--- config.mk ---
export PLATFORM = sky130hd
export DESIGN_NAME = css_timing_function_ease_top
export DESIGN_NICKNAME = d
export VERILOG_FILES = /design/src/ctef_pkg.sv /design/src/css_timing_function_ease_top.sv /design/src/ctef_dpath.sv /design/src/ctef_ctrl.sv
export SDC_FILE = /design/constraint.sdc
export NUM_CORES = 2
export LEC_CHECK = 0
export BUFFER_PORTS_ARGS = -buffer_cell sky130_fd_sc_hd__buf_2
export CAP_MARGIN = 20
export CORE_MARGIN = 10
export CORE_UTILIZATION = 64
export DETAILED_ROUTE_END_ITERATION = 8
export PLACE_DENSITY = 0.81
export SETUP_SLACK_MARGIN = 0.4
export SLEW_MARGIN = 40
export SYNTH_ARGS = -nofsm -noshare
export SYNTH_HDL_FRONTEND = slang
export SYNTH_SLANG_ARGS = --single-unit
--- constraint.sdc ---
create_clock -name clk_i -period 10.73 [get_ports clk_i]
set_clock_uncertainty 0.15 [all_clocks]
set_input_delay 0.5365 -clock clk_i [delete_from_list [all_inputs] [get_ports clk_i]]
set_output_delay 0.5365 -clock clk_i [all_outputs]
set_load 0.1 [all_outputs]
--- src/ctef_pkg.sv ---
`timescale 1ns / 1ps
// Shared constants, codes and controller/datapath interface types for the easing unit.
package ctef_pkg;

  // Fixed-point format of progress, control points and results.
  localparam int FRAC_BITS  = 16;
  localparam int ONE        = 1 << FRAC_BITS;

  localparam int PROG_W     = 19;
  localparam int OUT_W      = 20;
  localparam int CX_W       = FRAC_BITS + 1;
  localparam int CY_W       = 20;
  localparam int N_W        = 16;
  localparam int T_W        = FRAC_BITS + 1;
  localparam int V_W        = N_W + 1;
  localparam int ACC_W      = 26;

  localparam int CFG_IDX_W  = 3;
  localparam int CFG_DATA_W = 20;

  // |x(t) - p| * 100000 < ONE, rewritten as |x(t) - p| < EPS_LIM.
  localparam int EPS_LIM    = (ONE - 1) / 100000 + 1;

  localparam logic signed [ACC_W-1:0]  ONE_ACC     = ACC_W'(ONE);
  localparam logic signed [ACC_W-1:0]  EPS_ACC     = ACC_W'(EPS_LIM);
  localparam logic signed [ACC_W-1:0]  OUT_MAX_ACC = ACC_W'(524287);
  localparam logic signed [ACC_W-1:0]  OUT_MIN_ACC = -ACC_W'(524288);
  localparam logic signed [OUT_W-1:0]  OUT_MAX     = OUT_W'(524287);
  localparam logic signed [OUT_W-1:0]  OUT_MIN     = OUT_W'(524288);
  localparam logic signed [OUT_W-1:0]  OUT_ONE     = OUT_W'(ONE);
  localparam logic signed [PROG_W-1:0] ONE_P       = PROG_W'(ONE);
  localparam logic [CX_W-1:0]          ONE_X       = CX_W'(ONE);
  localparam logic [T_W-1:0]           ONE_T       = T_W'(ONE);

  // Register reset values.
  localparam logic [CX_W-1:0]         CTRL_X_RST  = CX_W'(ONE / 4);
  localparam logic signed [CY_W-1:0]  CTRL_Y1_RST = CY_W'((ONE + 5) / 10);
  localparam logic signed [CY_W-1:0]  CTRL_Y2_RST = CY_W'(ONE);
  localparam logic [N_W-1:0]          STEP_RST    = N_W'(1);

  typedef enum logic [CFG_IDX_W-1:0] {
    REG_CURVE_MODE,
    REG_CTRL_X1,
    REG_CTRL_Y1,
    REG_CTRL_X2,
    REG_CTRL_Y2,
    REG_STEP_COUNT,
    REG_JUMP_AT_START
  } cfg_reg_e;

  typedef enum logic [1:0] {
    RES_ZERO,
    RES_ONE,
    RES_BEZ,
    RES_STEP
  } res_sel_e;

  typedef enum logic [1:0] {
    MAC_B,
    MAC_C,
    MAC_NONE
  } mac_sel_e;

  typedef struct packed {
    logic     load;
    logic     acc_init;
    logic     sel_y;
    logic     mac_en;
    mac_sel_e mac_sel;
    logic     bisect;
    logic     step_mul;
    logic     div_init;
    logic     div_step;
    logic     out_load;
    res_sel_e out_sel;
  } cmd_t;

  typedef struct packed {
    logic p_le0;
    logic p_ge1;
    logic x_hit;
    logic t_open;
  } sts_t;

endpackage

--- src/css_timing_function_ease_top.sv ---
`timescale 1ns / 1ps
// Top level of the easing unit: configuration registers, controller and datapath.
//
// Maps one animation progress value (signed Q16) to an eased value (signed Q16).
// Input channel: in_valid_i / in_ready_o with progress_in_i; a transfer happens
// when both are high. Output channel: out_valid_o / out_ready_i with eased_value_o.
// Configuration: write cfg_data_i to register cfg_index_i while cfg_we_i is high;
// write only while no item is in flight. Unknown indexes are dropped.
//
// One item is worked on at a time. Path from input transfer to output valid:
//   progress at or below 0, or at or above 1.0: S_CLASS, then S_FIN
//   stepped curve: one multiply, then one quotient bit per cycle
//   bezier curve: up to MAX_ITERS bisection steps, then the y evaluation; each
//   bisection step runs S_XTEST, S_XM and S_XCMP through the single shared Horner multiplier.
// The next input transfer can come in the cycle after the result is loaded
// into the output register in S_FIN.
// The result sits in an output register, so a new item is taken while the last
// result still waits; if the receiver stalls, the next result holds in the
// controller until the output register frees up.
// Reset clears the controller and loads the register defaults; no memories.
module css_timing_function_ease_top import ctef_pkg::*; #(
  parameter int MAX_ITERS = 16
) (
  input  logic                         clk_i,
  input  logic                         rst_ni,
  input  logic                         cfg_we_i,
  input  logic [CFG_IDX_W-1:0]         cfg_index_i,
  input  logic [CFG_DATA_W-1:0]        cfg_data_i,
  input  logic                         in_valid_i,
  output logic                         in_ready_o,
  input  logic signed [PROG_W-1:0]     progress_in_i,
  output logic                         out_valid_o,
  input  logic                         out_ready_i,
  output logic signed [OUT_W-1:0]      eased_value_o
);

  logic                   curve_mode_q;
  logic [CX_W-1:0]        ctrl_x1_q, ctrl_x2_q;
  logic signed [CY_W-1:0] ctrl_y1_q, ctrl_y2_q;
  logic [N_W-1:0]         step_count_q;
  logic                   jump_at_start_q;

  cmd_t cmd;
  sts_t sts;

  // Configuration registers: take each write directly, masked to its width.
  always_ff @(posedge clk_i or negedge rst_ni) begin
    if (!rst_ni) begin
      curve_mode_q    <= 1'b0;
      ctrl_x1_q       <= CTRL_X_RST;
      ctrl_y1_q       <= CTRL_Y1_RST;
      ctrl_x2_q       <= CTRL_X_RST;
      ctrl_y2_q       <= CTRL_Y2_RST;
      step_count_q    <= STEP_RST;
      jump_at_start_q <= 1'b0;
    end else if (cfg_we_i) begin
      unique case (cfg_index_i)
        REG_CURVE_MODE:    curve_mode_q    <= cfg_data_i[0];
        REG_CTRL_X1:       ctrl_x1_q       <= cfg_data_i[CX_W-1:0];
        REG_CTRL_Y1:       ctrl_y1_q       <= $signed(cfg_data_i[CY_W-1:0]);
        REG_CTRL_X2:       ctrl_x2_q       <= cfg_data_i[CX_W-1:0];
        REG_CTRL_Y2:       ctrl_y2_q       <= $signed(cfg_data_i[CY_W-1:0]);
        REG_STEP_COUNT:    step_count_q    <= cfg_data_i[N_W-1:0];
        REG_JUMP_AT_START: jump_at_start_q <= cfg_data_i[0];
        default: ;
      endcase
    end
  end

  // Sequencer: owns both handshakes and steps the datapath.
  ctef_ctrl #(
    .MAX_ITERS (MAX_ITERS)
  ) u_ctrl (
    .clk_i        (clk_i),
    .rst_ni       (rst_ni),
    .in_valid_i   (in_valid_i),
    .in_ready_o   (in_ready_o),
    .out_valid_o  (out_valid_o),
    .out_ready_i  (out_ready_i),
    .curve_mode_i (curve_mode_q),
    .sts_i        (sts),
    .cmd_o        (cmd)
  );

  // Arithmetic: Horner evaluator, bisection bounds, stepped-curve divider, output register.
  ctef_dpath u_dpath (
    .clk_i           (clk_i),
    .cmd_i           (cmd),
    .sts_o           (sts),
    .progress_in_i   (progress_in_i),
    .x1_i            (ctrl_x1_q),
    .y1_i            (ctrl_y1_q),
    .x2_i            (ctrl_x2_q),
    .y2_i            (ctrl_y2_q),
    .step_count_i    (step_count_q),
    .jump_at_start_i (jump_at_start_q),
    .eased_value_o   (eased_value_o)
  );

endmodule

--- src/ctef_dpath.sv ---
`timescale 1ns / 1ps
// Datapath: shared cubic evaluator, bisection bounds, step multiplier and divider.
module ctef_dpath import ctef_pkg::*; (
  input  logic                     clk_i,
  input  cmd_t                     cmd_i,
  output sts_t                     sts_o,
  input  logic signed [PROG_W-1:0] progress_in_i,
  input  logic [CX_W-1:0]          x1_i,
  input  logic signed [CY_W-1:0]   y1_i,
  input  logic [CX_W-1:0]          x2_i,
  input  logic signed [CY_W-1:0]   y2_i,
  input  logic [N_W-1:0]           step_count_i,
  input  logic                     jump_at_start_i,
  output logic signed [OUT_W-1:0]  eased_value_o
);

  logic signed [PROG_W-1:0] p_q;
  logic [T_W-1:0]           t_q, tmin_q, tmax_q;
  logic signed [ACC_W-1:0]  acc_q;
  logic [V_W-1:0]           v_q;
  logic [N_W-1:0]           rem_q;
  logic [FRAC_BITS:0]       quo_q;
  logic signed [OUT_W-1:0]  out_q;

  logic [CX_W-1:0]          x1c, x2c;
  logic signed [ACC_W-1:0]  c1, c2, thr1, thr2, coef_a, coef_b, coef_c;
  logic signed [ACC_W-1:0]  addend, mac_d, p_ext, diff, diff_abs;
  logic signed [ACC_W+T_W:0] prod, prod_sh;
  logic                     p_gt_s;
  logic [T_W-1:0]           tmin_n, tmax_n;
  logic [T_W:0]             t_sum;
  logic [N_W-1:0]           n_eff;
  logic [FRAC_BITS+N_W-1:0] sprod;
  logic [V_W-1:0]           v_sub, r2, r_sub;
  logic                     v_ge, r_ge;
  logic signed [OUT_W-1:0]  out_d;

  // Clamp control x to one.
  assign x1c = (x1_i > ONE_X) ? ONE_X : x1_i;
  assign x2c = (x2_i > ONE_X) ? ONE_X : x2_i;

  assign c1 = cmd_i.sel_y ? ACC_W'(y1_i) : $signed({{(ACC_W-CX_W){1'b0}}, x1c});
  assign c2 = cmd_i.sel_y ? ACC_W'(y2_i) : $signed({{(ACC_W-CX_W){1'b0}}, x2c});

  assign thr1   = (c1 <<< 1) + c1;
  assign thr2   = (c2 <<< 1) + c2;
  assign coef_a = ONE_ACC + thr1 - thr2;
  assign coef_b = thr2 - (thr1 <<< 1);
  assign coef_c = thr1;

  always_comb begin
    case (cmd_i.mac_sel)
      MAC_B:   addend = coef_b;
      MAC_C:   addend = coef_c;
      default: addend = '0;
    endcase
  end

  // One Horner step: floor(acc * t / ONE) + addend.
  assign prod    = acc_q * $signed({1'b0, t_q});
  assign prod_sh = prod >>> FRAC_BITS;
  assign mac_d   = $signed(prod_sh[ACC_W-1:0]) + addend;

  assign p_ext    = ACC_W'(p_q);
  assign diff     = acc_q - p_ext;
  assign diff_abs = diff[ACC_W-1] ? -diff : diff;
  assign p_gt_s   = p_ext > acc_q;

  assign tmin_n = p_gt_s ? t_q : tmin_q;
  assign tmax_n = p_gt_s ? tmax_q : t_q;
  assign t_sum  = {1'b0, tmin_n} + {1'b0, tmax_n};

  // Stepped curve: k = floor(p * n / ONE), then (k + jump) * ONE / n bit by bit.
  assign n_eff = (step_count_i == '0) ? N_W'(1) : step_count_i;
  assign sprod = p_q[FRAC_BITS-1:0] * n_eff;
  assign v_ge  = v_q >= {1'b0, n_eff};
  assign v_sub = v_q - {1'b0, n_eff};
  assign r2    = {rem_q, 1'b0};
  assign r_ge  = r2 >= {1'b0, n_eff};
  assign r_sub = r2 - {1'b0, n_eff};

  always_ff @(posedge clk_i) begin
    if (cmd_i.load) begin
      p_q    <= progress_in_i;
      t_q    <= {1'b0, progress_in_i[FRAC_BITS-1:0]};
      tmin_q <= '0;
      tmax_q <= ONE_T;
    end else if (cmd_i.bisect) begin
      tmin_q <= tmin_n;
      tmax_q <= tmax_n;
      t_q    <= t_sum[T_W:1];
    end
    if (cmd_i.acc_init) begin
      acc_q <= coef_a;
    end else if (cmd_i.mac_en) begin
      acc_q <= mac_d;
    end
    if (cmd_i.step_mul) begin
      v_q <= {1'b0, sprod[FRAC_BITS+N_W-1:FRAC_BITS]} + {{N_W{1'b0}}, jump_at_start_i};
    end
    if (cmd_i.div_init) begin
      rem_q <= v_ge ? v_sub[N_W-1:0] : v_q[N_W-1:0];
      quo_q <= {{FRAC_BITS{1'b0}}, v_ge};
    end else if (cmd_i.div_step) begin
      rem_q <= r_ge ? r_sub[N_W-1:0] : r2[N_W-1:0];
      quo_q <= {quo_q[FRAC_BITS-1:0], r_ge};
    end
    if (cmd_i.out_load) begin
      out_q <= out_d;
    end
  end

  always_comb begin
    case (cmd_i.out_sel)
      RES_ZERO: out_d = '0;
      RES_ONE:  out_d = OUT_ONE;
      RES_BEZ: begin
        if (acc_q > OUT_MAX_ACC) begin
          out_d = OUT_MAX;
        end else if (acc_q < OUT_MIN_ACC) begin
          out_d = OUT_MIN;
        end else begin
          out_d = acc_q[OUT_W-1:0];
        end
      end
      default:  out_d = $signed({{(OUT_W-FRAC_BITS-1){1'b0}}, quo_q});
    endcase
  end

  assign sts_o.p_le0  = p_q[PROG_W-1] || (p_q == '0);
  assign sts_o.p_ge1  = p_q >= ONE_P;
  assign sts_o.x_hit  = diff_abs < EPS_ACC;
  assign sts_o.t_open = tmin_q < tmax_q;

  assign eased_value_o = out_q;

endmodule

--- src/ctef_ctrl.sv ---
`timescale 1ns / 1ps
// Controller: sequences bisection, curve evaluation, step division and the output register.
module ctef_ctrl import ctef_pkg::*; #(
  parameter int MAX_ITERS = 16
) (
  input  logic clk_i,
  input  logic rst_ni,
  input  logic in_valid_i,
  output logic in_ready_o,
  output logic out_valid_o,
  input  logic out_ready_i,
  input  logic curve_mode_i,
  input  sts_t sts_i,
  output cmd_t cmd_o
);

  localparam int MAX_CNT = (MAX_ITERS > FRAC_BITS) ? MAX_ITERS : FRAC_BITS;
  localparam int ITER_W  = $clog2(MAX_CNT + 1);

  localparam logic [3:0] S_IDLE  = 4'd0;
  localparam logic [3:0] S_CLASS = 4'd1;
  localparam logic [3:0] S_XTEST = 4'd2;
  localparam logic [3:0] S_XM    = 4'd3;
  localparam logic [3:0] S_XCMP  = 4'd4;
  localparam logic [3:0] S_Y0    = 4'd5;
  localparam logic [3:0] S_YM    = 4'd6;
  localparam logic [3:0] S_SMUL  = 4'd7;
  localparam logic [3:0] S_SDIV0 = 4'd8;
  localparam logic [3:0] S_SDIV  = 4'd9;
  localparam logic [3:0] S_FIN   = 4'd10;

  logic [3:0]        state_q, state_d;
  logic [ITER_W-1:0] iter_q, iter_d;
  logic [1:0]        mstep_q, mstep_d;
  res_sel_e          res_sel_q, res_sel_d;
  logic              out_valid_q, out_valid_d;
  mac_sel_e          mac_sel;

  always_comb begin
    case (mstep_q)
      2'd0:    mac_sel = MAC_B;
      2'd1:    mac_sel = MAC_C;
      default: mac_sel = MAC_NONE;
    endcase
  end

  always_comb begin
    state_d   = state_q;
    iter_d    = iter_q;
    mstep_d   = mstep_q;
    res_sel_d = res_sel_q;
    cmd_o     = '0;
    cmd_o.mac_sel = mac_sel;
    cmd_o.out_sel = res_sel_q;
    in_ready_o    = 1'b0;
    unique case (state_q)
      S_IDLE: begin
        in_ready_o = 1'b1;
        if (in_valid_i) begin
          cmd_o.load = 1'b1;
          state_d    = S_CLASS;
        end
      end
      S_CLASS: begin
        iter_d  = '0;
        mstep_d = '0;
        if (sts_i.p_le0) begin
          res_sel_d = RES_ZERO;
          state_d   = S_FIN;
        end else if (sts_i.p_ge1) begin
          res_sel_d = RES_ONE;
          state_d   = S_FIN;
        end else if (!curve_mode_i) begin
          state_d = S_XTEST;
        end else begin
          state_d = S_SMUL;
        end
      end
      S_XTEST: begin
        if ((iter_q < ITER_W'(MAX_ITERS)) && sts_i.t_open) begin
          cmd_o.acc_init = 1'b1;
          mstep_d        = '0;
          state_d        = S_XM;
        end else begin
          state_d = S_Y0;
        end
      end
      S_XM: begin
        cmd_o.mac_en = 1'b1;
        mstep_d      = mstep_q + 2'd1;
        if (mstep_q == 2'd2) begin
          state_d = S_XCMP;
        end
      end
      S_XCMP: begin
        if (sts_i.x_hit) begin
          state_d = S_Y0;
        end else begin
          cmd_o.bisect = 1'b1;
          iter_d       = iter_q + ITER_W'(1);
          state_d      = S_XTEST;
        end
      end
      S_Y0: begin
        cmd_o.sel_y    = 1'b1;
        cmd_o.acc_init = 1'b1;
        mstep_d        = '0;
        state_d        = S_YM;
      end
      S_YM: begin
        cmd_o.sel_y  = 1'b1;
        cmd_o.mac_en = 1'b1;
        mstep_d      = mstep_q + 2'd1;
        if (mstep_q == 2'd2) begin
          res_sel_d = RES_BEZ;
          state_d   = S_FIN;
        end
      end
      S_SMUL: begin
        cmd_o.step_mul = 1'b1;
        state_d        = S_SDIV0;
      end
      S_SDIV0: begin
        cmd_o.div_init = 1'b1;
        iter_d         = '0;
        state_d        = S_SDIV;
      end
      S_SDIV: begin
        cmd_o.div_step = 1'b1;
        iter_d         = iter_q + ITER_W'(1);
        if (iter_q == ITER_W'(FRAC_BITS - 1)) begin
          res_sel_d = RES_STEP;
          state_d   = S_FIN;
        end
      end
      S_FIN: begin
        // Hold until the output register is free.
        if (!out_valid_q || out_ready_i) begin
          cmd_o.out_load = 1'b1;
          state_d        = S_IDLE;
        end
      end
      default: state_d = S_IDLE;
    endcase
  end

  always_comb begin
    if (cmd_o.out_load) begin
      out_valid_d = 1'b1;
    end else if (out_ready_i) begin
      out_valid_d = 1'b0;
    end else begin
      out_valid_d = out_valid_q;
    end
  end

  always_ff @(posedge clk_i or negedge rst_ni) begin
    if (!rst_ni) begin
      state_q     <= S_IDLE;
      iter_q      <= '0;
      mstep_q     <= '0;
      res_sel_q   <= RES_ZERO;
      out_valid_q <= 1'b0;
    end else begin
      state_q     <= state_d;
      iter_q      <= iter_d;
      mstep_q     <= mstep_d;
      res_sel_q   <= res_sel_d;
      out_valid_q <= out_valid_d;
    end
  end

  assign out_valid_o = out_valid_q;

  a_load_free: assert property (@(posedge clk_i) disable iff (!rst_ni)
    cmd_o.out_load |-> (!out_valid_q || out_ready_i))
    else $error("result overwrote an untaken result");

  a_accept_class: assert property (@(posedge clk_i) disable iff (!rst_ni)
    (in_valid_i && in_ready_o) |=> (state_q == S_CLASS))
    else $error("accepted item not classified next");

  a_iter_bound: assert property (@(posedge clk_i) disable iff (!rst_ni)
    (state_q == S_XCMP) |-> (iter_q < ITER_W'(MAX_ITERS)))
    else $error("bisection ran past its step limit");

  a_div_bound: assert property (@(posedge clk_i) disable iff (!rst_ni)
    (state_q == S_SDIV) |-> (iter_q < ITER_W'(FRAC_BITS)))
    else $error("divider ran past its bit count");

endmodule
==> metrics.txt <==
# TYPE chip_impl_metric gauge
chip_impl_metric{name="hold_viol",unit=""} 0
chip_impl_metric{name="post_synth_edffs",unit=""} 115
chip_impl_info{name="cp-start-kind",value="flop"} 1
chip_impl_metric{name="layout_min_cycle_time",unit="ns"} 9.99
chip_impl_metric{name="drt_pass1_iterations",unit=""} 8
chip_impl_metric{name="post_layout_nonfiller_instances",unit=""} 5981
chip_impl_metric{name="vias_in_the_first_global_route",unit=""} 37900
chip_impl_metric{name="setup_viol",unit=""} 0
chip_impl_metric{name="dieHeight",unit="um"} 284
chip_impl_metric{name="finalHoldWorstSlack",unit="ns"} 0.00765
chip_impl_metric{name="detail_route.drc_violations",unit=""} 0
chip_impl_metric{name="synthCells",unit=""} 5041
chip_impl_metric{name="crit_required",unit="ns"} 10.90
chip_impl_metric{name="synth_nets",unit=""} 6121
chip_impl_metric{name="timing_max_transition_violations_final",unit=""} 0
chip_impl_metric{name="worstSkewPairLatency",unit="ns"} 0.58
chip_impl_metric{name="die-area",unit="mm2"} 0.0809
chip_impl_metric{name="dr_total_vias",unit=""} 36900
chip_impl_metric{name="htreeDepth",unit=""} 2
chip_impl_info{name="leading_cell_type_in_the_layout_fill_and_taps_excluded",value="sky130_fd_sc_hd__inv_1"} 1
chip_impl_metric{name="cts_made_buffers",unit=""} 37
chip_impl_metric{name="clk_path_buf_depth",unit=""} 3
chip_impl_metric{name="viasPerCell",unit=""} 6.16
chip_impl_metric{name="synthesis.area_per_instance",unit="um2"} 8.88
chip_impl_metric{name="yosys_warnings",unit=""} 0
chip_impl_metric{name="gp_congestion",unit=""} 1.05
chip_impl_metric{name="place.detailed.instances",unit=""} 5900
chip_impl_metric{name="grt_start_max_net_pins",unit=""} 69
chip_impl_metric{name="io_buffers",unit=""} 68
chip_impl_info{name="critPathCaptureType",value="flop"} 1
chip_impl_metric{name="placeableCoreArea",unit="mm2"} 0.0689
chip_impl_metric{name="finalWorstSetupSlack",unit="ns"} 0.739
chip_impl_metric{name="gr-total-overflow",unit=""} 0
chip_impl_info{name="most-common-layout-cells",value="sky130_fd_sc_hd__inv_1 (873), sky130_fd_sc_hd__fa_1 (619), sky130_fd_sc_hd__nand2_1 (598), sky130_fd_sc_hd__ha_1 (414), sky130_fd_sc_hd__nor2_1 (305)"} 1
chip_impl_metric{name="wl_per_cell",unit="um"} 22.0
chip_impl_info{name="tritoncts",value="yes"} 1
chip_impl_metric{name="async_flop_share",unit="%"} 39.0
chip_impl_metric{name="post_synthesis_sequential_element_count",unit=""} 272
chip_impl_info{name="crit_top_cell",value="sky130_fd_sc_hd__fa_1"} 1
chip_impl_metric{name="syn_to_final_growth",unit="%"} 6.05
chip_impl_metric{name="clk_pin_slew_worst_paths",unit="ns"} 0.06
chip_impl_metric{name="drive_gt1_share",unit="%"} 8.30
chip_impl_metric{name="grtUsageTotal",unit="%"} 32.6
chip_impl_metric{name="worst_slew_margin_rel",unit="%"} 35.9
chip_impl_info{name="synth_ff_type",value="sky130_fd_sc_hd__edfxtp_1"} 1
chip_impl_metric{name="clkSinkCount",unit=""} 272
chip_impl_metric{name="final_nets",unit=""} 6101
chip_impl_metric{name="antenna_violations_before_repair",unit=""} 1
chip_impl_metric{name="synth_sequential_area_ratio",unit="%"} 16.0
chip_impl_metric{name="period_share",unit="%"} 93.1
chip_impl_metric{name="synth_cell_type_count",unit=""} 102
chip_impl_metric{name="initial_utilization",unit="%"} 64.9
chip_impl_metric{name="worstMarginPinSlew",unit="ns"} 0.962
chip_impl_metric{name="max_stage_delay",unit="ns"} 0.91
chip_impl_metric{name="die-width",unit="um"} 284
chip_impl_metric{name="initialDrtViolationCount",unit=""} 3540
chip_impl_info{name="holdCritPathClass",value="in -> reg"} 1
chip_impl_metric{name="ant_nets",unit=""} 0
chip_impl_info{name="rsz0062_at_grt",value="false"} 1
chip_impl_metric{name="fin_tns_setup",unit="ns"} 0
chip_impl_metric{name="timing.critical_path.arrival",unit="ns"} 10.16
chip_impl_metric{name="detailedPlace.worstSlack",unit="ns"} 0.835
chip_impl_metric{name="global_route_wire_length_before_repair",unit="mm"} 208
chip_impl_metric{name="routed_wl",unit="mm"} 132
chip_impl_metric{name="drv.max_cap_violation_count",unit=""} 0
chip_impl_info{name="clock_tree.root_cell",value="sky130_fd_sc_hd__clkbuf_16"} 1
chip_impl_info{name="timing.critical_path.slowest_stage_cell",value="sky130_fd_sc_hd__edfxtp_1"} 1
chip_impl_info{name="timing_worst_setup_path_type",value="reg -> reg"} 1
chip_impl_metric{name="syn-cell-area",unit="mm2"} 0.0447
chip_impl_metric{name="r2r_slack",unit="ns"} 0.74
chip_impl_metric{name="dp_hpwl",unit="mm"} 104
chip_impl_metric{name="boundaryPins",unit=""} 69
chip_impl_metric{name="fmax",unit="MHz"} 100
chip_impl_metric{name="critical_path_peak_fanout",unit=""} 19
chip_impl_metric{name="rows",unit=""} 96
chip_impl_info{name="outcome",value="complete, no violations"} 1
chip_impl_metric{name="ctsResizeCount",unit=""} 0
-- state kept, by name (all words and copies together) (netlist names), 19 cells and up --
name / cells
u_dpath.p_q: 19
ctrl_y1_q: 20
u_dpath.eased_value_o: 20
ctrl_y2_q: 20
u_dpath.acc_q: 26
-- critical path, delay by kind of cell (launching register included) --
family                   cells  cell delay, ns
AO/OA/AOI/OAI               10            2.71
AND/OR/NAND/NOR             11            2.01
adder cells (fa/ha/maj)      8            3.68
XOR/XNOR                     1            0.12
buffers and inverters        3            0.14
flip-flops                   1            0.91
-- what timing repair did --
item / 4_1_cts / 5_1_grt
hold buffers: 2 / 0
buffers inserted: 0 / 6
endpoints found under the hold margin: 38 / 0
endpoints found under the setup margin: 0 / 1
-- area by class of cell --
type	count	area, um2
antenna	1	2.50
inverter	883	3310
tap	931	1160
fill	5360	21500
multi-input combinational	3674	33500
sequential	272	7140
clock buffer	48	1070
timing repair buffer	153	1030
clock inverter	19	175
-- logic make-up after synthesis --
kind of cell	Yosys count	share of synthesized area (%)
and+or+nand+nor	1472	15.5
DFF	272	16.0
AOI/OAI and AO/OA	814	12.2
xor gates and xnor gates	197	3.95
adders and majority gates	1035	39.3
buffers and inverters	1095	9.28
muxes	156	3.82
-- final timing paths --
path | from | end | cells past startpoint
min in group asynchronous | rst_ni | ctrl_y2_q[12] | 2
worst max register to register | u_dpath.acc_q[10] | u_dpath.acc_q[25] | 33
max in group asynchronous | rst_ni | u_ctrl.iter_q[0] | 3
worst max-delay path | u_dpath.acc_q[10] | u_dpath.acc_q[25] | 33
worst min-delay path | progress_in_i[18] | u_dpath.p_q[18] | 1
worst min register to register | u_ctrl.iter_q[3] | u_ctrl.iter_q[3] | 1
-- synthesized netlist by cell type (23+ instances only) --
master	n	area, um2
sky130_fd_sc_hd__o21ai_0	180	901
sky130_fd_sc_hd__nand3_1	48	240
sky130_fd_sc_hd__ha_1	414	5180
sky130_fd_sc_hd__nor2b_1	34	213
sky130_fd_sc_hd__mux2_2	117	1320
sky130_fd_sc_hd__nand2b_1	43	269
sky130_fd_sc_hd__a21o_1	67	503
sky130_fd_sc_hd__a211oi_1	33	248
sky130_fd_sc_hd__and2_1	207	1290
sky130_fd_sc_hd__dfrtp_1	95	2380
sky130_fd_sc_hd__o21a_1	32	240
sky130_fd_sc_hd__clkbuf_1	193	724
sky130_fd_sc_hd__mux2i_1	39	390
sky130_fd_sc_hd__fa_1	619	12400
sky130_fd_sc_hd__o21bai_1	27	203
sky130_fd_sc_hd__nand4_1	29	181
sky130_fd_sc_hd__and3_1	25	156
sky130_fd_sc_hd__a21oi_1	197	986
sky130_fd_sc_hd__dfxtp_1	51	1020
sky130_fd_sc_hd__xor2_1	65	569
sky130_fd_sc_hd__nor3_1	70	350
sky130_fd_sc_hd__or3_1	23	144
sky130_fd_sc_hd__a22o_1	52	455
sky130_fd_sc_hd__inv_1	874	3280
sky130_fd_sc_hd__nor4_1	25	156
sky130_fd_sc_hd__xnor2_1	128	1120
sky130_fd_sc_hd__edfxtp_1	115	3450
sky130_fd_sc_hd__nor2_1	306	1150
sky130_fd_sc_hd__nand2_1	599	2250
-- per-layer routing --
| layer | vias up | wire length, um | GRT usage [%] | part of all wire (%) |
|---|---|---|---|---|
| met2 | 2014 | 58800 | 51.3 | 45 |
| met5 | - | 13 | 0 | 0.0099 |
| met4 | 2 | 8910 | 18.2 | 6.8 |
| met3 | 527 | 15200 | 9.26 | 12 |
| li1 | 16300 | - | - | - |
| met1 | 18000 | 48800 | 40.0 | 37 |
-- per-stage QoR --
stage                     instance area (um2)  utilization (%)
after global routing                    47400             68.8
after floorplan                         44700                -
final                                   47400             68.8
after CTS                               47300             68.6
after detailed placement                46000             66.8
after global placement                  46000             66.7
Power is not shown: default switching activity piles up to over one toggle a cycle in this logic, so the estimate is an artifact.
